$ cat src/design/dspf_pkg.sv
// ---------------------------------------------------------------------------
// dspf_pkg
// Shared constants, types and helpers for the dual speed plausibility fusion
// block: window geometry, register indexes, reset values and the stage word.
// ---------------------------------------------------------------------------
package dspf_pkg;

  localparam int WINDOW_DEPTH = 3;
  localparam int DATA_W       = 16;
  localparam int SUM_W        = DATA_W + $clog2(WINDOW_DEPTH);
  localparam int CNT_W        = $clog2(WINDOW_DEPTH + 1);
  localparam int SLOT_W       = (WINDOW_DEPTH > 1) ? $clog2(WINDOW_DEPTH) : 1;
  localparam int DIV_K        = SUM_W + $clog2(WINDOW_DEPTH);
  localparam int RECIP_W      = DIV_K + 1;
  localparam int PROD_W       = SUM_W + RECIP_W;
  localparam int CFG_IDX_W    = 8;

  localparam logic [CFG_IDX_W-1:0] REG_RAW_GATE_LIMIT     = CFG_IDX_W'(0);
  localparam logic [CFG_IDX_W-1:0] REG_AVERAGE_WARN_LIMIT = CFG_IDX_W'(1);

  localparam logic [DATA_W-1:0] RAW_GATE_LIMIT_RST     = DATA_W'(640);
  localparam logic [DATA_W-1:0] AVERAGE_WARN_LIMIT_RST = DATA_W'(320);

  typedef struct packed {
    logic              accepted;
    logic [DATA_W-1:0] raw_difference;
    logic [SUM_W-1:0]  wheel_sum;
    logic [SUM_W-1:0]  gps_sum;
    logic [CNT_W-1:0]  count;
  } sums_t;

  function automatic logic [DATA_W-1:0] abs_diff(input logic [DATA_W-1:0] a,
                                                 input logic [DATA_W-1:0] b);
    abs_diff = (a > b) ? (a - b) : (b - a);
  endfunction

  // ceil(2^DIV_K / n) by restoring long division, evaluated at elaboration
  function automatic logic [RECIP_W-1:0] recip(input int n);
    logic [63:0] num;
    logic [63:0] rem;
    logic [63:0] quo;
    num = 64'(1) << DIV_K;
    rem = '0;
    quo = '0;
    if (n == 0) begin
      return '0;
    end
    num = num + 64'(n) - 64'(1);
    for (int i = 63; i >= 0; i--) begin
      rem = {rem[62:0], num[i]};
      if (rem >= 64'(n)) begin
        rem = rem - 64'(n);
        quo[i] = 1'b1;
      end
    end
    return quo[RECIP_W-1:0];
  endfunction

endpackage

$ cat src/design/dspf_window.sv
// ---------------------------------------------------------------------------
// dspf_window
// Input register, raw plausibility gate and the two circular speed windows.
// Registers the gate result, the raw difference, both window sums and the fill count per item.
// ---------------------------------------------------------------------------
module dspf_window (
  input  logic                          clk,
  input  logic                          rst,
  input  logic                          in_valid,
  output logic                          in_ready,
  input  logic [dspf_pkg::DATA_W-1:0]   wheel_vel,
  input  logic [dspf_pkg::DATA_W-1:0]   gnss_vel,
  input  logic [dspf_pkg::DATA_W-1:0]   raw_gate_limit,
  output logic                          sums_valid,
  output dspf_pkg::sums_t               sums,
  input  logic                          sums_ready
);
  import dspf_pkg::*;

  logic              in_full;
  logic [DATA_W-1:0] wheel_q;
  logic [DATA_W-1:0] gps_q;
  logic [DATA_W-1:0] wheel_win [WINDOW_DEPTH];
  logic [DATA_W-1:0] gps_win [WINDOW_DEPTH];
  logic [DATA_W-1:0] wheel_win_next [WINDOW_DEPTH];
  logic [DATA_W-1:0] gps_win_next [WINDOW_DEPTH];
  logic [SLOT_W-1:0] slot;
  logic [SLOT_W-1:0] slot_next;
  logic [CNT_W-1:0]  fill;
  logic [CNT_W-1:0]  fill_next;
  logic [DATA_W-1:0] pair_gap;
  logic              pass;
  logic              advance;
  logic              take;
  logic [SUM_W-1:0]  wheel_acc;
  logic [SUM_W-1:0]  gps_acc;

  assign advance  = !sums_valid || sums_ready;
  assign take     = in_full && advance;
  assign in_ready = !in_full || advance;

  assign pair_gap = abs_diff(wheel_q, gps_q);
  assign pass     = (pair_gap <= raw_gate_limit);

  always_comb begin
    wheel_acc = '0;
    gps_acc   = '0;
    slot_next = slot;
    fill_next = fill;
    for (int i = 0; i < WINDOW_DEPTH; i++) begin
      wheel_win_next[i] = wheel_win[i];
      gps_win_next[i]   = gps_win[i];
    end
    if (pass) begin
      for (int i = 0; i < WINDOW_DEPTH; i++) begin
        if (slot == SLOT_W'(i)) begin
          wheel_win_next[i] = wheel_q;
          gps_win_next[i]   = gps_q;
        end
      end
      slot_next = (slot == SLOT_W'(WINDOW_DEPTH - 1)) ? '0 : slot + SLOT_W'(1);
      if (fill != CNT_W'(WINDOW_DEPTH)) begin
        fill_next = fill + CNT_W'(1);
      end
    end
    // entries not yet filled still hold zero
    for (int i = 0; i < WINDOW_DEPTH; i++) begin
      wheel_acc = wheel_acc + SUM_W'(wheel_win_next[i]);
      gps_acc   = gps_acc + SUM_W'(gps_win_next[i]);
    end
  end

  always_ff @(posedge clk) begin
    if (rst) begin
      in_full <= 1'b0;
    end else if (in_ready) begin
      in_full <= in_valid;
    end
  end

  always_ff @(posedge clk) begin
    if (in_valid && in_ready) begin
      wheel_q <= wheel_vel;
      gps_q   <= gnss_vel;
    end
  end

  always_ff @(posedge clk) begin
    if (rst) begin
      for (int i = 0; i < WINDOW_DEPTH; i++) begin
        wheel_win[i] <= '0;
        gps_win[i]   <= '0;
      end
      slot <= '0;
      fill <= '0;
    end else if (take) begin
      for (int i = 0; i < WINDOW_DEPTH; i++) begin
        wheel_win[i] <= wheel_win_next[i];
        gps_win[i]   <= gps_win_next[i];
      end
      slot <= slot_next;
      fill <= fill_next;
    end
  end

  always_ff @(posedge clk) begin
    if (rst) begin
      sums_valid <= 1'b0;
    end else if (advance) begin
      sums_valid <= in_full;
    end
  end

  always_ff @(posedge clk) begin
    if (take) begin
      sums.accepted       <= pass;
      sums.raw_difference <= pair_gap;
      sums.wheel_sum      <= wheel_acc;
      sums.gps_sum        <= gps_acc;
      sums.count          <= fill_next;
    end
  end

endmodule

$ cat src/design/dspf_average.sv
// ---------------------------------------------------------------------------
// dspf_average
// Window averages by constant reciprocal multiply, average difference,
// mismatch warning and fused speed, held in the result register.
// ---------------------------------------------------------------------------
module dspf_average (
  input  logic                          clk,
  input  logic                          rst,
  input  logic                          sums_valid,
  input  dspf_pkg::sums_t               sums,
  output logic                          sums_ready,
  input  logic [dspf_pkg::DATA_W-1:0]   average_warn_limit,
  output logic                          out_valid,
  input  logic                          out_ready,
  output logic                          accepted,
  output logic [dspf_pkg::DATA_W-1:0]   raw_difference,
  output logic [dspf_pkg::DATA_W-1:0]   wheel_average,
  output logic [dspf_pkg::DATA_W-1:0]   gps_average,
  output logic [dspf_pkg::DATA_W-1:0]   average_difference,
  output logic                          mismatch_warning,
  output logic [dspf_pkg::DATA_W-1:0]   fused_speed
);
  import dspf_pkg::*;

  localparam int TAB_N = 2 ** CNT_W;

  logic [RECIP_W-1:0] recip_tab [TAB_N];
  logic [RECIP_W-1:0] factor;
  logic [PROD_W-1:0]  wheel_prod;
  logic [PROD_W-1:0]  gps_prod;
  logic [DATA_W-1:0]  wheel_avg;
  logic [DATA_W-1:0]  gps_avg;
  logic [DATA_W-1:0]  mean_gap;
  logic               warn;
  logic [DATA_W:0]    avg_total;

  // empty window and unused counts map to zero
  for (genvar n = 0; n < TAB_N; n++) begin : g_recip
    assign recip_tab[n] = (n <= WINDOW_DEPTH) ? recip(n) : '0;
  end

  assign factor     = recip_tab[sums.count];
  assign wheel_prod = PROD_W'(sums.wheel_sum) * PROD_W'(factor);
  assign gps_prod   = PROD_W'(sums.gps_sum) * PROD_W'(factor);
  assign wheel_avg  = wheel_prod[DIV_K +: DATA_W];
  assign gps_avg    = gps_prod[DIV_K +: DATA_W];
  assign mean_gap   = abs_diff(wheel_avg, gps_avg);
  assign warn       = (mean_gap > average_warn_limit);
  assign avg_total  = {1'b0, wheel_avg} + {1'b0, gps_avg};

  assign sums_ready = !out_valid || out_ready;

  always_ff @(posedge clk) begin
    if (rst) begin
      out_valid <= 1'b0;
    end else if (sums_ready) begin
      out_valid <= sums_valid;
    end
  end

  always_ff @(posedge clk) begin
    if (sums_valid && sums_ready) begin
      accepted           <= sums.accepted;
      raw_difference     <= sums.raw_difference;
      wheel_average      <= wheel_avg;
      gps_average        <= gps_avg;
      average_difference <= mean_gap;
      mismatch_warning   <= warn;
      fused_speed        <= warn ? '0 : avg_total[DATA_W:1];
    end
  end

endmodule

$ cat src/design/dual_speed_plausibility_fusion_unit.sv
// ---------------------------------------------------------------------------
// dual_speed_plausibility_fusion_unit
// Wheel and GPS speed plausibility gate with 3-deep moving averages and a
// fused speed output.
// ---------------------------------------------------------------------------
// usage
//   input channel: in_valid/in_ready with wheel_vel and gnss_vel, one word
//   per pair of speeds in 1/64 km/h. output channel: out_valid/out_ready, one
//   result word per input word, in order.
//   configuration: cfg_valid/cfg_ready with cfg_index and cfg_data; index 0
//   is the raw gate limit, index 1 the average warning limit, other indexes
//   are ignored. cfg_ready is always high; write only while the block is
//   empty.
//   path: a word taken at the input goes through the input register, then
//   the gate and window sum register, then the result register.
//   throughput: one word per cycle while out_ready is high, bounded by the
//   window update that each word makes in the gate stage.
//   reset: windows, write slot and fill count clear, limits return to 640
//   and 320, all stages empty.
//   stall: when out_ready is low the stages fill up and in_ready drops after
//   up to three words; nothing is lost or repeated.
// ---------------------------------------------------------------------------
module dual_speed_plausibility_fusion_unit (
  input  logic                              clk,
  input  logic                              rst,
  input  logic                              in_valid,
  output logic                              in_ready,
  input  logic [dspf_pkg::DATA_W-1:0]       wheel_vel,
  input  logic [dspf_pkg::DATA_W-1:0]       gnss_vel,
  output logic                              out_valid,
  input  logic                              out_ready,
  output logic                              accepted,
  output logic [dspf_pkg::DATA_W-1:0]       raw_difference,
  output logic [dspf_pkg::DATA_W-1:0]       wheel_average,
  output logic [dspf_pkg::DATA_W-1:0]       gps_average,
  output logic [dspf_pkg::DATA_W-1:0]       average_difference,
  output logic                              mismatch_warning,
  output logic [dspf_pkg::DATA_W-1:0]       fused_speed,
  input  logic                              cfg_valid,
  output logic                              cfg_ready,
  input  logic [dspf_pkg::CFG_IDX_W-1:0]    cfg_index,
  input  logic [dspf_pkg::DATA_W-1:0]       cfg_data
);
  import dspf_pkg::*;

  logic [DATA_W-1:0] raw_gate_limit;
  logic [DATA_W-1:0] average_warn_limit;
  logic              sums_valid;
  logic              sums_ready;
  sums_t             sums;

  assign cfg_ready = 1'b1;

  always_ff @(posedge clk) begin
    if (rst) begin
      raw_gate_limit     <= RAW_GATE_LIMIT_RST;
      average_warn_limit <= AVERAGE_WARN_LIMIT_RST;
    end else if (cfg_valid && cfg_ready) begin
      case (cfg_index)
        REG_RAW_GATE_LIMIT:     raw_gate_limit     <= cfg_data;
        REG_AVERAGE_WARN_LIMIT: average_warn_limit <= cfg_data;
        default: ;
      endcase
    end
  end

  dspf_window u_window (
    .clk            (clk),
    .rst            (rst),
    .in_valid       (in_valid),
    .in_ready       (in_ready),
    .wheel_vel      (wheel_vel),
    .gnss_vel       (gnss_vel),
    .raw_gate_limit (raw_gate_limit),
    .sums_valid     (sums_valid),
    .sums           (sums),
    .sums_ready     (sums_ready)
  );

  dspf_average u_average (
    .clk                (clk),
    .rst                (rst),
    .sums_valid         (sums_valid),
    .sums               (sums),
    .sums_ready         (sums_ready),
    .average_warn_limit (average_warn_limit),
    .out_valid          (out_valid),
    .out_ready          (out_ready),
    .accepted           (accepted),
    .raw_difference     (raw_difference),
    .wheel_average      (wheel_average),
    .gps_average        (gps_average),
    .average_difference (average_difference),
    .mismatch_warning   (mismatch_warning),
    .fused_speed        (fused_speed)
  );

  a_gate_matches_limit: assert property (@(posedge clk) disable iff (rst)
    out_valid |-> (accepted == (raw_difference <= raw_gate_limit)))
    else $error("gate decision disagrees with raw difference");

  a_warn_matches_limit: assert property (@(posedge clk) disable iff (rst)
    out_valid |-> (mismatch_warning == (average_difference > average_warn_limit)))
    else $error("mismatch warning disagrees with average difference");

  a_warn_blanks_fused: assert property (@(posedge clk) disable iff (rst)
    (out_valid && mismatch_warning) |-> (fused_speed == '0))
    else $error("fused speed not blanked under mismatch warning");

  a_stage_backpressure: assert property (@(posedge clk) disable iff (rst)
    (sums_valid && out_valid && !out_ready) |-> !sums_ready)
    else $error("gate stage advanced into a stalled result register");

endmodule

$ cat config.mk
export PLATFORM = sky130hd
export DESIGN_NAME = dual_speed_plausibility_fusion_unit
export DESIGN_NICKNAME = d
export VERILOG_FILES = /design/src/design/dspf_pkg.sv /design/src/design/dspf_window.sv /design/src/design/dspf_average.sv /design/src/design/dual_speed_plausibility_fusion_unit.sv
export SDC_FILE = /design/constraint.sdc
export NUM_CORES = 1
export LEC_CHECK = 0
export BUFFER_PORTS_ARGS = -buffer_cell sky130_fd_sc_hd__buf_2
export CORE_MARGIN = 2
export CORE_UTILIZATION = 50
export DETAILED_ROUTE_END_ITERATION = 8
export GPL_TIMING_DRIVEN = 0
export PLACE_DENSITY = 0.67
export SETUP_SLACK_MARGIN = 0.05
export SLEW_MARGIN = 0
export SYNTH_ARGS = -nofsm -noshare
export SYNTH_HDL_FRONTEND = slang
export SYNTH_SLANG_ARGS = --single-unit
$ cat constraint.sdc
create_clock -name clk -period 13.55 [get_ports clk]
set_input_delay 1.355 -clock clk [delete_from_list [all_inputs] [get_ports clk]]
set_output_delay 1.355 -clock clk [all_outputs]
set_load 0.02 [all_outputs]
==> results of run 1 <==
==> layout by cell type (no fill, tap or decap), drive strengths merged, types with 36 or more instances in the layout <==
cell / synthesis / final
a21o: 55 / 55
a21oi: 206 / 206
and2: 76 / 76
and3: 46 / 46
buf: 20 / 168
clkbuf: 81 / 124
dfxtp: 39 / 39
edfxtp: 265 / 265
fa: 242 / 242
ha: 421 / 421
inv: 523 / 525
mux2i: 44 / 44
nand2: 195 / 195
nand3: 137 / 137
nor2: 136 / 136
nor3: 36 / 36
o21ai: 163 / 163
xnor2: 112 / 112
xor2: 51 / 51
==> kinds of logic after synthesis <==
group                    count (synthesis)
AND/OR/NAND/NOR                        717
adder cells (fa/ha/maj)                665
buffers and inverters                  624
AO/OA/AOI/OAI                          595
flip-flops                             304
XOR/XNOR                               163
multiplexers                            48
other                                    1
==> repair_timing <==
action / 4_1_cts / 5_1_grt
hold endpoints to repair: 0 / 0
resized for setup: 1 / 13
pin swaps: 0 / 0
setup endpoints to repair: 10 / 14
hold buffers: 0 / 0
cloned: 0 / 0
==> metrics by stage <==
| step | cells | setup slack (ns) | setup TNS [ns] | utilization, % | hold slack (ns) |
|---|---|---|---|---|---|
| after global placement | 4043 | 0.155 | 0 | 53.3 | 0.405 |
| after CTS | 4113 | 0.353 | 0 | 55.6 | 0.417 |
| after global routing | 4113 | 0.0896 | 0 | 55.6 | 0.426 |
| after floorplan | 3117 | 3.15 | 0 | - | 0.400 |
| after detailed placement | 4048 | -0.0411 | -0.0778 | 53.5 | 0.405 |
| final | 4113 | 0.802 | 0 | 55.6 | 0.416 |
==> state kept, by name, indices dropped and copies added, names as in the netlist <==
register and cells:
u_window.sums_valid 1, u_average.accepted 1, u_average.raw_difference 16, u_window.wheel_q 16
u_window.gps_q 16, u_window.in_full 1, u_average.gps_average 16, u_window.slot 2
raw_gate_limit 16, u_window.wheel_win 48, u_average.fused_speed 16, u_average.out_valid 1
average_warn_limit 16, u_window.fill 2, u_average.wheel_average 16, u_window.gps_win 48
u_average.average_difference 16, u_window.sums 55, u_average.mismatch_warning 1
==> cell type report <==
class                   count  area, um2
fillers                  5345      26700
multi-input cells        2189      19300
flip-flops and latches    304       8740
inverters                 523       1960
well taps                 782        978
clock buffers              42        956
repair buffers            149        828
plain buffers             101        425
clock inverters            23        273
==> layer usage <==
layer | vias up | track usage [%] | wire, um
met4 | 0 | 11.3 | 3650
met5 | - | 0 | 0
li1 | 10972 | - | -
met3 | 171 | 2.80 | 4630
met1 | 11020 | 33.1 | 33400
met2 | 772 | 41.6 | 36700
==> worst min-delay path by stage <==
stage / cells after the start / slack [ns] / to
3_5_place_dp: 0 / 0.40 / u_average.raw_difference[10]$_DFFE_PP_
3_3_place_gp: 0 / 0.41 / u_average.raw_difference[4]$_DFFE_PP_
6_report: 0 / 0.42 / u_average.raw_difference[10]$_DFFE_PP_
2_1_floorplan: 0 / 0.40 / u_average.accepted$_DFFE_PP_
5_1_grt: 0 / 0.43 / u_average.raw_difference[14]$_DFFE_PP_
4_1_cts: 0 / 0.42 / u_average.raw_difference[10]$_DFFE_PP_
==> worst max-delay path: cells and delay by family, from the launching register on <==
| kind | cells | cell delay (ns) |
|---|---|---|
| simple gates | 4 | 1.19 |
| flops | 1 | 0.32 |
| xor+xnor | 2 | 0.51 |
| compound gates | 18 | 4.67 |
| fa+ha+maj | 9 | 3.70 |
| buf+inv | 11 | 2.14 |
==> summary.md, run 1 <==
| Metric | Value |
|---|---|
| Status | `finished, final reports clean` |
| Post-synth EDFFs | `between 200 and 300` |
| Post-route ant nets | `0` |
| Congestion Overflow GR | `0` |
| Setup crit end kind | `flip-flop` |
| Largest family of logic cells by synthesized area | `adder cells` |
| Row count | `90` |
| Num CTS Buffers | `36` |
| Headroom to the max-slew limit | `between 20% and 30%` |
| Post-Syn Area | `0.0303 mm2` |
| # nets final | `just over 4k` |
| Setup Skew | `about 0.027 ns` |
| Final setup violation count | `0` |
| Clk_lat worst skew | `0.58 ns` |
| Synth top cells by count | `inv_1, ha_1, edfxtp_1` |
| # Max-Cap Violations | `0` |
| Drt pass-1 iters | `7` |
| Reg2Reg Depth | `44` |
| Core area | `0.0601 mm2` |
| Clk root buf | `clkbuf_16` |
| Worst Max-Slew Pin Slew | `1.11 ns` |
| Syn_nets | `3841` |
| Yosys cell types | `83` |
| Leading area contributor after synthesis | `edfxtp_1` |
| Crit path DAT | `13.15 ns` |
| CP max stage cell | `fa_1` |
| Fraction of layout cells with a size suffix above 1 | `8.05%` |
| Mux cell area share after synthesis | `1.60%` |
| XOR/XNOR Fraction of Synth Area | `about 4.7%` |
| Depth of the CTS H-tree | `2` |
| Worst-path clk slew | `0.06 ns` |
| # diodes | `0` |
| Cells after Synth | `between 3k and 4k` |
| WL/cell | `about 19 um` |
| Clock tree buffer depth | `3` |
| Post-synthesis adder-cell area fraction | `33.4%` |
| Synth top area cells | `edfxtp_1, ha_1, fa_1, inv_1, a21oi_1` |
| Initial antenna violation count | `0` |
| Synth Warn # | `0` |
| Starting density of the core | `50.5%` |
| Fin area | `0.0335 mm2` |
| Startpoint Class | `flip-flop` |
| Synth Area in Simple Gates | `11.6%` |
| Routed vias | `22.9k` |
| Crit path kind | `flip-flop to flip-flop` |
| I/O pin count | `around 150` |
| Area of the die | `0.0627 mm2` |
| First-pass GRT wire length | `approximately 120000 um` |
| Final worst path period share | `a little over nine tenths` |
| Min-delay worst type | `flip-flop to flip-flop` |
| Endpoints failing hold | `0` |
| Pins Over Slew Limit | `0` |
| Synth Area in Compound Gates | `12.1%` |
| Seq cells post-synth | `304` |
| FF-to-FF setup slack | `0.80 ns` |
| Die W | `250 um` |
| Sequential area share after synthesis | `between 20% and 30%` |
| Top FF cell, synth | `edfxtp_1` |
| Critical Path RT | `13.96 ns` |
| Ys async rst share | `0%` |
| Area grow syn2layout | `10.2%` |
| TritonCTS clock tree | `yes` |
| Vias in the first global route | `approximately 23k` |
| Starting DRT DRC Count | `1538` |
| HP Start | `u_window.sums[48]$_DFFE_PP_` |
| Crit. Startpoint | `u_window.sums[1]$_DFFE_PP_` |
| GRT Overall Usage | `25.1%` |
| Vias/cell | `5.58` |
| Port bufs | `roughly 140` |
| Tmin final | `12.75 ns` |
| Top-area cell type share of the netlist area | `a little over a quarter` |
| Reg2reg end | `u_average.fused_speed[12]$_SDFFCE_PN0P_` |
| Reg-to-Reg Start | `u_window.sums[1]$_DFFE_PP_` |
| Max frequency | `78.4 MHz` |
| Most common cell in the synthesized netlist | `inv_1` |
| Largest net degree at the start of global routing | `52` |
| Largest stage delay on the critical path | `approximately 0.55 ns` |
| RSZ-0062 raised after global routing | `no` |
| Height of the die | `250 um` |
| Final WL | `78400 um` |
| DRC | `0` |
| Syn Area/Cell | `9.74 um2` |
| CP max FO | `10` |
| Cell repeated most along the worst path | `inv_1` |
| Postcts setup bufs | `0` |
| TritonCTS Sinks | `304` |
| Hpwl dp | `64900 um` |
| GPL Wtd Cong | `0.938` |
| Worst setup path endpoint | `u_average.fused_speed[12]$_SDFFCE_PN0P_` |
| Cell area after placement | `between 0.03 and 0.04 mm2` |
Power of run 1 is left out: the tool's default activity adds up to more than one toggle a clock period on the data nets, which glitch-free logic cannot reach.
==> inputs of run 2 (changes only) <==
CTS_BUF_LIST = sky130_fd_sc_hd__clkbuf_8   (was default)
PLACE_DENSITY = default   (was 0.67)
PLACE_DENSITY_LB_ADDON = 0.3   (was default)
==> run 2 against run 1 <==
  * Setup slack worse by 0.049 ns
  * Flip-flop and latch count stayed put
  * Clock skew is 0.036 ns higher
  * Via count is 0.25% higher
  * Sequential share of layout area is 0.085 points higher
  * Utilization is 0.18 points lower
  * Register-to-register slack worse by 0.05 ns
  * Die area stayed put
  * Cell area is 0.33% lower
==> summary.md, run 2 (synthesized netlist as in run 1, its figures left out) <==
| Metric | Value |
|---|---|
| Status | `finished, final reports clean` |
| Clock tree buffer depth | `3 (unchanged)` |
| Post-route ant nets | `0 (unchanged)` |
| RSZ-0062 raised after global routing | `no` |
| Vias in the first global route | `22.4k (-3.2%)` |
| Startpoint Class | `flip-flop` |
| FF-to-FF setup slack | `0.75 ns (-0.05 ns)` |
| Hold_buf cts | `0 (unchanged)` |
| Largest stage delay on the critical path | `0.55 ns (about the same)` |
| Port bufs | `144 (unchanged)` |
| Reg2reg end | `u_average.fused_speed[15]$_SDFFCE_PN0P_` |
| Pins Over Slew Limit | `0 (unchanged)` |
| Drt pass-1 iters | `5 (-2)` |
| I/O pin count | `146 (unchanged)` |
| Hpwl dp | `62600 um (-3.5%)` |
| Commonest non-fill, non-tap cells in the layout | `inv_1, ha_1, edfxtp_1` |
| Core area | `0.0601 mm2 (unchanged)` |
| Area of the die | `0.0627 mm2 (unchanged)` |
| # Max-Cap Violations | `0 (unchanged)` |
| Headroom to the max-slew limit | `37.1% (+12 points)` |
| Largest net degree at the start of global routing | `54 (+3.8%)` |
| First-pass GRT wire length | `121000 um (-2.4%)` |
| CP max stage cell | `fa_1` |
| Final setup violation count | `0 (unchanged)` |
| Crit path DAT | `13.21 ns (+0.06 ns)` |
| Worst-path clk slew | `0.06 ns (about the same)` |
| Endpoints failing hold | `0 (unchanged)` |
| DRC | `0 (unchanged)` |
| Setup Skew | `0.0624 ns (+0.0357 ns)` |
| Die W | `250 um (unchanged)` |
| Crit path kind | `flip-flop to flip-flop` |
| Reg with most FFs | `u_window.sums` |
| Starting density of the core | `50.5% (unchanged)` |
| Reg2Reg Depth | `44 (unchanged)` |
| Area grow syn2layout | `9.89%` |
| # nets final | `4044 (+0.40%)` |
| Starting DRT DRC Count | `1827 (+19%)` |
| Setup crit end kind | `flip-flop` |
| Regs by FF count | `u_window.sums (55), u_window.gps_win (48), u_window.wheel_win (48)` |
| Min-delay worst type | `flip-flop to flip-flop` |
| TritonCTS clock tree | `yes` |
| HP Start | `u_window.sums[51]$_DFFE_PP_` |
| Worst Max-Slew Pin Slew | `0.937 ns (-0.177 ns)` |
| Congestion Overflow GR | `0 (unchanged)` |
| Vias/cell | `5.55 (-0.47%)` |
| Row count | `90 (unchanged)` |
| Critical Path RT | `13.96 ns (about the same)` |
| Hold Path Cell Cnt | `0 (unchanged)` |
| GPL Wtd Cong | `0.941 (+0.38%)` |
| Max reg flops | `55 (unchanged)` |
| Final WL | `76600 um (-2.3%)` |
| Setup tns final | `0 ns (unchanged)` |
| Initial antenna violation count | `2 (+2)` |
| Clk_lat worst skew | `0.68 ns (+0.10 ns)` |
| CP max FO | `10 (unchanged)` |
| Fraction of layout cells with a size suffix above 1 | `8.60% (+0.56 points)` |
| Reg-to-Reg Start | `u_window.sums[1]$_DFFE_PP_` |
| Clk root buf | `clkbuf_8` |
| GRT Overall Usage | `24.4% (-0.65 points)` |
| Final worst path period share | `94.4% (+0.36 points)` |
| TritonCTS Sinks | `304 (unchanged)` |
| Routed vias | `23.0k (+0.25%)` |
| Tmin final | `12.80 ns (+0.0492 ns)` |
| Hold EP | `u_average.raw_difference[13]$_DFFE_PP_` |
| Max frequency | `78.1 MHz (-0.38%)` |
| Num CTS Buffers | `53 (+47%)` |
| Height of the die | `250 um (unchanged)` |
| Most common cell after layout, fill and taps aside | `inv_1` |
| WL/cell | `18.5 um (-3.0%)` |
| Depth of the CTS H-tree | `2 (unchanged)` |
-- run 2: cell count changes in the layout (fill, tap and decap cells not counted), sizes merged --
| cell | before | now |
|---|---|---|
| clkinv | 17 | 21 |
| inv | 525 | 530 |
| clkbuf | 124 | 134 |
| bufinv | 4 | 6 |
| clkinvlp | 0 | 7 |
| diode | 0 | 2 |
-- run 2: critical path, delay by kind of cell, from the launching register on --
| kind | cells | cell delay (ns) |
|---|---|---|
| fa+ha+maj | 9 | 4.00 |
| buf+inv | 10 | 1.76 |
| flops | 1 | 0.36 |
| xor+xnor | 2 | 0.61 |
| compound gates | 15 | 3.89 |
| simple gates | 8 | 1.95 |
-- run 2: final cells by class --
type | count | area, um2
fillers | 5370 | 26800
clock buffers | 53 | 729
plain buffers | 100 | 420
flip-flops and latches | 304 | 8740
well taps | 782 | 978
clock inverters | 41 | 389
inverters | 523 | 1960
diodes | 2 | 5.00
repair buffers | 149 | 828
multi-input cells | 2189 | 19300
-- run 2: worst max-delay path by stage --
stage	startpoint	end	slack (ns)	depth (start not counted)
global placement	u_window.sums[0]$_DFFE_PP_	u_average.mismatch_warning$_DFFE_PP_	0.16	44
floorplan	u_window.sums[0]$_DFFE_PP_	u_average.mismatch_warning$_DFFE_PP_	3.15	44
finish	u_window.sums[1]$_DFFE_PP_	u_average.fused_speed[15]$_SDFFCE_PN0P_	0.75	44
global route	u_window.sums[1]$_DFFE_PP_	u_average.fused_speed[15]$_SDFFCE_PN0P_	0.04	44
CTS	u_window.sums[0]$_DFFE_PP_	u_average.fused_speed[7]$_SDFFCE_PN0P_	0.08	45
detailed placement	u_window.sums[0]$_DFFE_PP_	u_average.fused_speed[3]$_SDFFCE_PN0P_	0.13	45
-- run 2: through the flow --
stage	util, %	setup slack, ns	instance area, um2	instances	hold slack [ns]
3_3_place_gp	53.3	0.162	32000	4043	0.401
4_1_cts	55.4	0.0830	33300	4142	0.415
6_report	55.5	0.753	33300	4143	0.413
2_1_floorplan	-	3.15	30300	3117	0.400
5_1_grt	55.5	0.0406	33300	4143	0.423
3_5_place_dp	53.5	0.133	32200	4048	0.405
-- run 2: per-layer routing --
metal	up-vias	global-route usage (%)	share of wire (%)
met5	-	0	0
met4	0	8.11	3.2
met3	141	3.54	6.6
met2	777	39.4	46
met1	11034	33.8	44
li1	11041	-	-
-- run 2: repair_timing --
action	in CTS	in global routing
buffers inserted	0	0
resized for setup	0	13
setup endpoints to repair	0	17
Power of run 2 is left out for the same reason.
